$ cat config.mk
export PLATFORM = sky130hd
export DESIGN_NAME = btb_with_global_two_bit_predictor_flat
export DESIGN_NICKNAME = d
export VERILOG_FILES = /design/src/sv/btbg_pkg.sv /design/src/sv/btbg_req_if.sv /design/src/sv/btbg_rsp_if.sv /design/src/sv/btb_with_global_two_bit_predictor.sv /design/src/flat_wrapper.sv
export SDC_FILE = /design/constraint.sdc
export NUM_CORES = 1
export LEC_CHECK = 0
export ABC_AREA = 1
export BUFFER_PORTS_ARGS = -buffer_cell sky130_fd_sc_hd__buf_2
export CAP_MARGIN = 5
export CORE_UTILIZATION = 35
export CTS_CLUSTER_DIAMETER = 40
export DETAILED_ROUTE_END_ITERATION = 8
export PLACE_DENSITY = 0.48
export SLEW_MARGIN = 40
export SYNTH_ARGS = -nofsm -noshare
export SYNTH_HDL_FRONTEND = slang
export SYNTH_SLANG_ARGS = --single-unit
$ cat constraint.sdc
create_clock -name clk -period 4.1 [get_ports clk]
set_input_delay 0.41 -clock clk [delete_from_list [all_inputs] [get_ports clk]]
set_output_delay 0.41 -clock clk [all_outputs]
set_load 0.01 [all_outputs]
$ cat src/sv/btbg_pkg.sv
`timescale 1ns / 1ps

package btbg_pkg;

    localparam int BTB_ENTRIES   = 16;
    localparam int INDEX_LOW_BIT = 4;
    localparam int IDX_W         = $clog2(BTB_ENTRIES);
    localparam int PC_W          = 32;
    localparam logic [PC_W-1:0] PC_STEP = PC_W'(4);

    typedef enum logic [1:0] {
        OP_PREDICT = 2'd0,
        OP_INSTALL = 2'd1,
        OP_OUTCOME = 2'd2
    } opcode_t;

    typedef enum logic [1:0] {
        CS_STRONG_NT = 2'd0,
        CS_WEAK_NT   = 2'd1,
        CS_WEAK_T    = 2'd2,
        CS_STRONG_T  = 2'd3
    } ctr_t;

    typedef struct packed {
        logic [1:0]      opcode;
        logic [PC_W-1:0] pc;
        logic [PC_W-1:0] target;
        logic            was_correct;
    } req_t;

    typedef struct packed {
        logic [PC_W-1:0] next_pc;
        logic            hit;
        logic            taken;
        logic [1:0]      counter_state;
    } rsp_t;

    // A correct prediction saturates toward the current direction; a wrong one
    // weakens a strong state and flips a weak state into the weak opposite.
    function automatic ctr_t ctr_update(ctr_t s, logic correct);
        ctr_t n;
        n = s;
        unique case (s)
            CS_STRONG_NT: n = correct ? CS_STRONG_NT : CS_WEAK_NT;
            CS_WEAK_NT:   n = correct ? CS_STRONG_NT : CS_WEAK_T;
            CS_WEAK_T:    n = correct ? CS_STRONG_T  : CS_WEAK_NT;
            CS_STRONG_T:  n = correct ? CS_STRONG_T  : CS_WEAK_T;
            default:      n = s;
        endcase
        return n;
    endfunction

endpackage

$ cat src/sv/btbg_req_if.sv
`timescale 1ns / 1ps

interface btbg_req_if;

    logic                        valid;
    logic                        ready;
    logic [1:0]                  opcode;
    logic [btbg_pkg::PC_W-1:0]   pc;
    logic [btbg_pkg::PC_W-1:0]   target;
    logic                        was_correct;

    modport source (
        output valid,
        output opcode,
        output pc,
        output target,
        output was_correct,
        input  ready
    );

    modport sink (
        input  valid,
        input  opcode,
        input  pc,
        input  target,
        input  was_correct,
        output ready
    );

endinterface

$ cat src/sv/btbg_rsp_if.sv
`timescale 1ns / 1ps

interface btbg_rsp_if;

    logic                        valid;
    logic                        ready;
    logic [btbg_pkg::PC_W-1:0]   next_pc;
    logic                        hit;
    logic                        taken;
    logic [1:0]                  counter_state;

    modport source (
        output valid,
        output next_pc,
        output hit,
        output taken,
        output counter_state,
        input  ready
    );

    modport sink (
        input  valid,
        input  next_pc,
        input  hit,
        input  taken,
        input  counter_state,
        output ready
    );

endinterface

$ cat src/sv/btb_with_global_two_bit_predictor.sv
`timescale 1ns / 1ps

// Direct-mapped branch target buffer with one shared two-bit direction counter.
// A request enters on the req channel and carries an opcode: predict looks up
// the pc, install writes the tag and target of the indexed entry, and outcome
// moves the shared counter. Every request yields exactly one response on the
// rsp channel with the next pc, the hit flag, the taken flag and the counter.
// Both channels use valid and ready; a request is taken when both are high.
// A request is registered in the input stage, looked up and applied when it
// leaves that stage, and its response is registered in the output register.
// One request per cycle while rsp.ready is high; the lookup is a single indexed
// read of the entry registers followed by a compare and the counter update.
// When the receiver holds rsp.ready low, the response waits in its register,
// one more request waits in the input register, and then req.ready drops.
// Reset clears all entry valid bits and the response and input stages, and
// sets the counter to weakly taken; the block takes requests right after reset.
module btb_with_global_two_bit_predictor (
    input  logic             clk,
    input  logic             rst_n,
    btbg_req_if.sink         req,
    btbg_rsp_if.source       rsp
);

    logic                                s1_valid_reg;
    btbg_pkg::req_t                      s1_reg;
    logic                                out_valid_reg;
    btbg_pkg::rsp_t                      out_reg;
    btbg_pkg::rsp_t                      out_next;
    btbg_pkg::ctr_t                      state_reg;
    btbg_pkg::ctr_t                      state_next;
    logic [btbg_pkg::BTB_ENTRIES-1:0]    valid_reg;
    logic [btbg_pkg::PC_W-1:0]           tag_reg    [btbg_pkg::BTB_ENTRIES];
    logic [btbg_pkg::PC_W-1:0]           target_reg [btbg_pkg::BTB_ENTRIES];

    logic                                advance;
    logic [btbg_pkg::IDX_W-1:0]          idx;
    logic                                hit;
    logic [btbg_pkg::PC_W-1:0]           seq_pc;
    btbg_pkg::opcode_t                   op;

    assign advance   = s1_valid_reg && (!out_valid_reg || rsp.ready);
    assign req.ready = !s1_valid_reg || advance;
    assign op        = btbg_pkg::opcode_t'(s1_reg.opcode);
    assign idx       = s1_reg.pc[btbg_pkg::INDEX_LOW_BIT +: btbg_pkg::IDX_W];
    assign hit       = valid_reg[idx] && (tag_reg[idx] == s1_reg.pc);
    assign seq_pc    = s1_reg.pc + btbg_pkg::PC_STEP;

    always_comb
    begin
        state_next       = state_reg;
        out_next.next_pc = seq_pc;
        unique case (op)
            btbg_pkg::OP_PREDICT:
            begin
                if (hit && state_reg[1])
                begin
                    out_next.next_pc = target_reg[idx];
                end
            end
            btbg_pkg::OP_OUTCOME:
            begin
                state_next = btbg_pkg::ctr_update(state_reg, s1_reg.was_correct);
            end
            default:
            begin
                state_next = state_reg;
            end
        endcase
        out_next.hit           = hit;
        out_next.taken         = state_next[1];
        out_next.counter_state = state_next;
    end

    always_ff @(posedge clk or negedge rst_n)
    begin
        if (!rst_n)
        begin
            s1_valid_reg  <= 1'b0;
            out_valid_reg <= 1'b0;
            state_reg     <= btbg_pkg::CS_WEAK_T;
            valid_reg     <= '0;
        end
        else
        begin
            if (req.ready)
            begin
                s1_valid_reg <= req.valid;
            end
            if (advance)
            begin
                out_valid_reg <= 1'b1;
                state_reg     <= state_next;
                if (op == btbg_pkg::OP_INSTALL)
                begin
                    valid_reg[idx] <= 1'b1;
                end
            end
            else if (rsp.ready)
            begin
                out_valid_reg <= 1'b0;
            end
        end
    end

    always_ff @(posedge clk)
    begin
        if (req.valid && req.ready)
        begin
            s1_reg.opcode      <= req.opcode;
            s1_reg.pc          <= req.pc;
            s1_reg.target      <= req.target;
            s1_reg.was_correct <= req.was_correct;
        end
        if (advance)
        begin
            out_reg <= out_next;
            if (op == btbg_pkg::OP_INSTALL)
            begin
                tag_reg[idx]    <= s1_reg.pc;
                target_reg[idx] <= s1_reg.target;
            end
        end
    end

    assign rsp.valid         = out_valid_reg;
    assign rsp.next_pc       = out_reg.next_pc;
    assign rsp.hit           = out_reg.hit;
    assign rsp.taken         = out_reg.taken;
    assign rsp.counter_state = out_reg.counter_state;

    // A request that leaves the input stage always shows up as a response.
    a_advance_to_rsp: assert property (@(posedge clk) disable iff (!rst_n)
        advance |=> rsp.valid)
        else $error("request left the input stage without a response");

    // The input stage only blocks new requests while it holds one.
    a_ready_when_empty: assert property (@(posedge clk) disable iff (!rst_n)
        !s1_valid_reg |-> req.ready)
        else $error("input stage empty but request not accepted");

    // The shared counter moves only on an outcome request.
    a_state_only_on_outcome: assert property (@(posedge clk) disable iff (!rst_n)
        !(advance && (op == btbg_pkg::OP_OUTCOME)) |=> $stable(state_reg))
        else $error("counter changed without an outcome request");

    // An install leaves its entry valid in the following cycle.
    a_install_sets_valid: assert property (@(posedge clk) disable iff (!rst_n)
        (advance && (op == btbg_pkg::OP_INSTALL)) |=> valid_reg[$past(idx)])
        else $error("installed entry not marked valid");

endmodule

$ cat src/flat_wrapper.sv
// flat-port wrapper written by rule: the top's interface ports become plain ports
module btb_with_global_two_bit_predictor_flat 
  (clk, rst_n, req_valid, req_opcode, req_pc, req_target, req_was_correct, req_ready, rsp_valid, rsp_next_pc, rsp_hit, rsp_taken, rsp_counter_state, rsp_ready);
  btbg_req_if req_i ();
  btbg_rsp_if rsp_i ();
  input  logic clk;
  input  logic rst_n;
  input wire logic [$bits(req_i.valid)-1:0] req_valid;
  input wire logic [$bits(req_i.opcode)-1:0] req_opcode;
  input wire logic [$bits(req_i.pc)-1:0] req_pc;
  input wire logic [$bits(req_i.target)-1:0] req_target;
  input wire logic [$bits(req_i.was_correct)-1:0] req_was_correct;
  output wire logic [$bits(req_i.ready)-1:0] req_ready;
  output wire logic [$bits(rsp_i.valid)-1:0] rsp_valid;
  output wire logic [$bits(rsp_i.next_pc)-1:0] rsp_next_pc;
  output wire logic [$bits(rsp_i.hit)-1:0] rsp_hit;
  output wire logic [$bits(rsp_i.taken)-1:0] rsp_taken;
  output wire logic [$bits(rsp_i.counter_state)-1:0] rsp_counter_state;
  input wire logic [$bits(rsp_i.ready)-1:0] rsp_ready;
  assign req_i.valid = req_valid;
  assign req_i.opcode = req_opcode;
  assign req_i.pc = req_pc;
  assign req_i.target = req_target;
  assign req_i.was_correct = req_was_correct;
  assign req_ready = req_i.ready;
  assign rsp_valid = rsp_i.valid;
  assign rsp_next_pc = rsp_i.next_pc;
  assign rsp_hit = rsp_i.hit;
  assign rsp_taken = rsp_i.taken;
  assign rsp_counter_state = rsp_i.counter_state;
  assign rsp_i.ready = rsp_ready;
  btb_with_global_two_bit_predictor u_core (.clk(clk), .rst_n(rst_n), .req(req_i), .rsp(rsp_i));
endmodule
### Yosys cells after proc, flatten, opt, wreduce, memory -nomap -nowiden

Memories as Yosys holds them, arrays and structs flattened. A register that Yosys moved wholly into a read port is not among the register bits.
Cells that the tools add are included.

| storage, ports and cells | value |
|---|---|
| register bits | 123 |
| memories kept | 2 |
| bits in writable memories | 1024 |
| input bits | 71 |
| output and inout bits | 38 |
| word-level logic and storage cells | 56 |

Memories:

| name | words | width | rd ports | clocked after Yosys merged registers in | wr ports | RTL line | text |
|---|---|---|---|---|---|---|---|
| u_core.tag_reg | 16 | 32 | 1 | 1 | 1 | btb_with_global_two_bit_predictor.sv:32 | `logic [btbg_pkg::PC_W-1:0] tag_reg [btbg_pkg::BTB_ENTRIES];` |
| u_core.target_reg | 16 | 32 | 1 | 1 | 1 | btb_with_global_two_bit_predictor.sv:33 | `logic [btbg_pkg::PC_W-1:0] target_reg [btbg_pkg::BTB_ENTRIES];` |

| cells by class | value |
|---|---|
| add/sub/neg operators | 1 |
| equal/unequal tests | 6 |
| $lt $le $gt $ge | 2 |
| mux-type cells | 19 |
| bitwise logic cells | 1 |
| reduce and logical (&&, ||, !) cells | 13 |

Operators with widths:

| kind | count |
|---|---|
| $mux W32 | 2 |
| $add A32 B3 Y32 const B | 1 |
| $eq A32 B32 Y1 | 1 |
| $or A16 B16 Y16 | 1 |
| $mux W1 | 9 |
| $mux W4 | 2 |
| $pmux W2 S4 | 1 |
| $eq A2 B2 Y1 const B | 3 |
| $mux W2 | 3 |
| $logic_and A1 B1 Y1 | 5 |
| $lt A4 B5 Y1 const B | 1 |
| $bmux W1 S4 | 1 |
| $demux W1 S4 | 1 |
| $eq A2 B1 Y1 const B | 2 |
| $ge A4 B1 Y1 const B | 1 |
| $logic_not A2 Y1 | 2 |
| $logic_not A1 Y1 | 2 |
| $logic_or A1 B1 Y1 | 2 |
| $reduce_and A2 Y1 | 1 |
| $reduce_bool A2 Y1 | 1 |

### Longest topological paths before layout

| depth | value |
|---|---|
| depth in word-level cells | 6 |
| mapped depth | 23 |
| depth with buffers taken out | 19 |

### Worst setup path after synthesis

Ideal clock, no wire load.

| timing path | value |
|---|---|
| path type | input -> register |
| from | input port rsp_ready |
| to | memory u_core.tag_reg[10][0] in the netlist's numbering (enable) |
| arrival time | 3.831 ns |
| data required time | 3.613 ns |
| cell stages on the path | 6 |
| setup time | 0.487 ns |
| slack | -0.217 ns |
| buffers on the path | 0 |
| path through | inv_1 nand2_1 nand2_1 nor3_1 nand3_1 nor2_1 |

| between the ends | value |
|---|---|
| longest elaborated chain between the ends | 4 |

RTL lines:

| element | RTL line | text |
|---|---|---|
| start: declaration | flat_wrapper.sv:19 | `input wire logic [$bits(rsp_i.ready)-1:0] rsp_ready;` |
| $logic_or A1 B1 Y1 | btb_with_global_two_bit_predictor.sv:41 | `assign advance = s1_valid_reg && (!out_valid_reg \|\| rsp.ready);` |
| $logic_and A1 B1 Y1 | btb_with_global_two_bit_predictor.sv:41 |  |
| $mux W1 | btb_with_global_two_bit_predictor.sv:114 | `if (advance)` |
| $mux W1 (not written as such) | btb_with_global_two_bit_predictor.sv:119 | `tag_reg[idx] <= s1_reg.pc;` |
| end: declaration | btb_with_global_two_bit_predictor.sv:32 |  |

Every way passes these cells.

==> flow_results.org <==
** Clocking
- For this design, the CTS-stage hold fixing added 71 buffers.
- # Post-CTS Setup Buffers :: 0
- For the worst-skew pair, the clock arrives at the later sink with an insertion delay of approximately 0.80 ns.
- TritonCTS created 178 clock buffers.
- TritonCTS built the clock tree.
- The clock drives 1150 sinks.
- Post-CTS repair changed the size of 0 cells.
- The cell sitting at the root of the clock tree is a sky130_fd_sc_hd__clkbuf_16.
- Clock transition at path regs :: 0.05 ns
- No sink is reached through more buffers than the 3 on the longest clock path.
- Number of levels the H-tree was split into :: 4

** Power and ir drop
- In this run the power density over the cells is 561 mW/mm^2.
- The worst-case IR drop observed on VDD is 0.000352 V.
- For this design the static power due to leakage is 20.4 nW.

** Routing
- The count of nets left with antenna violations once routing finished came out at 0.
- Routed length per instance :: 23.9 um
- Number of DRC violations after detailed-routing iteration 0 :: 3069
- Via Count :: 30500
- Before antenna repair, the detailed router went through 6 iterations.
- Post-detailed-routing wire length :: around 140000 um
- Using the TritonRoute via totals, the vias-per-cell ratio works out to 5.14.
- DRC viols :: 0

** GRT
- Global routing usage summed across all routing layers :: 21.3%
- The number of global-route vias before repair came to a little under 30000.
- Antenna violations before repair :: 8
- Entering global routing, the biggest net connects 110 pins.
- Summed over all layers, the global routing overflow is 0.
- Global-route wire length before repair :: around 210000 um

** Timing
- Tightest slew margin relative to the limit :: 45.0%
- Counting I/O delays and the setup requirement, the final critical path takes 3.68 ns.
- Slack of the critical path :: 0.416 ns
- F_max :: approximately 270 MHz
- Setup Viol. Count Final :: 0
- Between clock sinks in the finished design, the worst skew comes to 0.0338 ns.
- Setup repair after global routing missed its margin :: false
- Final Max Slew Viols :: 0
- Worst slew pin tran :: 0.816 ns
- The worst path uses 89.9% of the clock period.
- The final number of hold-violating endpoints was 0.

** Logic synthesis
- Summed instance area of the synthesized netlist :: 0.0463 mm^2
- The synthesized design devotes to its leading area cell type ~73% of total area.
- Syn. warnings :: 0
- Of the synthesized area, sequential elements account for approximately 74%.
- Counting flops with a built-in enable in the synthesized netlist gives 1126.
- Post-Syn Nets :: 3817
- Top cells by area in the synthesized netlist :: sky130_fd_sc_hd__edfxtp_1 (73%), sky130_fd_sc_hd__nand2_1 (5.0%), sky130_fd_sc_hd__o21ai_0 (4.5%)
- Among all flip-flop cells after synthesis, the most frequent one is sky130_fd_sc_hd__edfxtp_1.
- Yosys instantiated no cell more often than sky130_fd_sc_hd__edfxtp_1.
- Leading cell types by count after synthesis :: sky130_fd_sc_hd__edfxtp_1 (1126), sky130_fd_sc_hd__nand2_1 (619), sky130_fd_sc_hd__nor2_1 (516)
- Yosys reg bits :: 1150
- After technology mapping, the gate count stands at 3745.
- Synthesized area per cell :: 12.4 um^2
- The synthesized netlist contains 34 unique library cells.
- Of all cell types, the one taking the most synthesized area is sky130_fd_sc_hd__edfxtp_1.
- Fraction of synthesis flops using an asynchronous set or reset pin :: about 1.7%

** Floorplan
- 109 I/O pins were placed.
- The region available for standard cell placement spans roughly 0.13 mm^2.
- The floorplan step set the die height to 366 um.
- In this run the horizontal extent of the chip is approximately 370 um.
- The floorplan has 133 rows.
- Full die area :: between 0.1 and 0.15 mm^2
- Once the floorplan was initialized, standard cells occupied 35.2% of the core.

** Placed design
- The congestion estimate from routability-driven global placement came to 0.823.
- HPWL reported at the end of detailed placement :: 77300 um
- Prior to clock tree synthesis, the placed netlist has a worst setup slack of ~0.52 ns.
- Counting tap cells, the placed design contains a total of 5535 instances.
- Input and output buffers added on the ports amount to between 100 and 150.

** Worst setup path
- The worst setup path is launched from a register.
- The signal on the critical path passes through inv_1 -> nor3_1 -> nand2_1 -> nor2_1 -> nand3_1 -> nor2_1 -> nand2_1 -> nor2_1 -> nand4_1 -> xor2_1 -> inv_1 -> nand2_1 -> nand2_1 -> inv_1.
- Number of cells on the worst reg-to-reg path :: 14
- Required arrival time at the worst endpoint :: 4.64 ns
- STA classifies the critical path endpoint as a register.
- Delay contributed by the slowest stage of the critical path :: 0.58 ns
- On the critical path, the stage with the largest delay is an instance of sky130_fd_sc_hd__edfxtp_1.
- Data on the critical path arrives at its endpoint at 4.23 ns.
- Worst R2R Setup Slack :: 0.42 ns
- Worst setup path class :: reg -> reg
- In this design, the critical path's most frequently occurring cell is sky130_fd_sc_hd__nand2_1.
- CP Max Fanout :: 7
- The worst register-to-register path begins at u_core.idx[1].
- The endpoint identified for the worst register-to-register timing path is u_core.rsp.next_pc[31].

** Cells and area
- The finished layout holds 5938 standard cells, fillers aside.
- Antenna fix cells :: 0
- Share of layout cells above drive strength 1 :: 14.0%
- Area Growth Syn to Fin :: 22.6%
- Number of nets in the final layout :: 4103

** Job
- Maxcap violations :: 0

** Run status
- Outcome :: finished, final reports clean

** Min path
- The worst hold path belongs to the class in -> async.
[cells by family (layout without fill, tap and decap cells)]
group / after synthesis / in the layout / share of synthesized area (%)
xor+xnor: 29 / 29 / 0.549
simple gates: 1439 / 1439 / 12.6
buf+inv: 460 / 898 / 4.10
flops: 1150 / 1150 / 74.4
compound gates: 666 / 666 / 8.34
fa+ha+maj: 1 / 1 / 0.0270
[stage by stage]
stage | TNS (ns) | util [%] | total power, mW | cell area [um^2] | hold slack [ns]
after global routing | 0 | 43.2 | 32.9 | 56700 | 0.239
after floorplan | -182.53 | - | 15.3 | 46300 | 0.114
after CTS | 0 | 43.2 | 32.1 | 56700 | 0.189
after detailed placement | 0 | 37.9 | 16.5 | 49800 | 0.438
after global placement | 0 | 37.9 | 16.5 | 49800 | 0.436
final | 0 | 43.2 | 31.8 | 56700 | 0.197
[worst max-delay path, delay by kind of cell (launching register included)]
family	cells	cell delay, ns
xor+xnor	1	0.16
buf+inv	3	0.35
flops	1	0.58
simple gates	10	2.37
[area by class of cell]
type | count | area, um^2
Clock buffer | 203 | 4660
Timing Repair Buffer | 327 | 2910
Fill cell | 12100 | 74600
Inverter | 239 | 917
Clock inverter | 129 | 1530
Sequential cell | 1150 | 34400
Multi-Input combinational cell | 2135 | 10100
Tap cell | 1755 | 2200
[worst max-delay path by stage]
stage	from	end	slack [ns]	cells after the start
after floorplan	rsp_ready	u_core.tag_reg[10][0]	-0.22	6
after global placement	u_core.idx[1]	u_core.rsp.next_pc[31]	0.51	14
after detailed placement	u_core.s1_reg[35]	u_core.rsp.next_pc[31]	0.52	14
after CTS	u_core.idx[1]	u_core.rsp.next_pc[31]	0.49	14
after global routing	u_core.idx[1]	u_core.rsp.next_pc[31]	0.26	14
final	u_core.idx[1]	u_core.rsp.next_pc[31]	0.42	14
[where the power goes]
part | internal, mW | switching (mW) | total [mW]
Sequential | 13.2 | 0.252 | 13.4
Clock | 9.78 | 5.75 | 15.5
Combinational | 0.849 | 2.00 | 2.85
Total | 23.8 | 8.01 | 31.8
[placed cells by master (no fill, tap or decap), drive strengths merged]
master,instances
a21oi,13
a31oi,27
buf,256
bufinv,24
clkbuf,203
clkinv,55
clkinvlp,27
dfrtp,19
dfstp,1
dfxtp,4
dlygate4sd3,71
edfxtp,1126
ha,1
inv,262
nand2,619
nand3,261
nand3b,1
nand4,20
nor2,518
nor3,11
nor4,3
o211ai,46
o21ai,449
o21bai,2
o221ai,83
o22ai,46
or2,6
xnor2,2
xor2,27
[layer usage]
layer  GRT usage, %  wire [um]
met5              0          0
met1           30.6      65400
met4           6.11       3060
met3           3.37       8430
met2           33.3      64900
(Power assumes the default switching activity.)
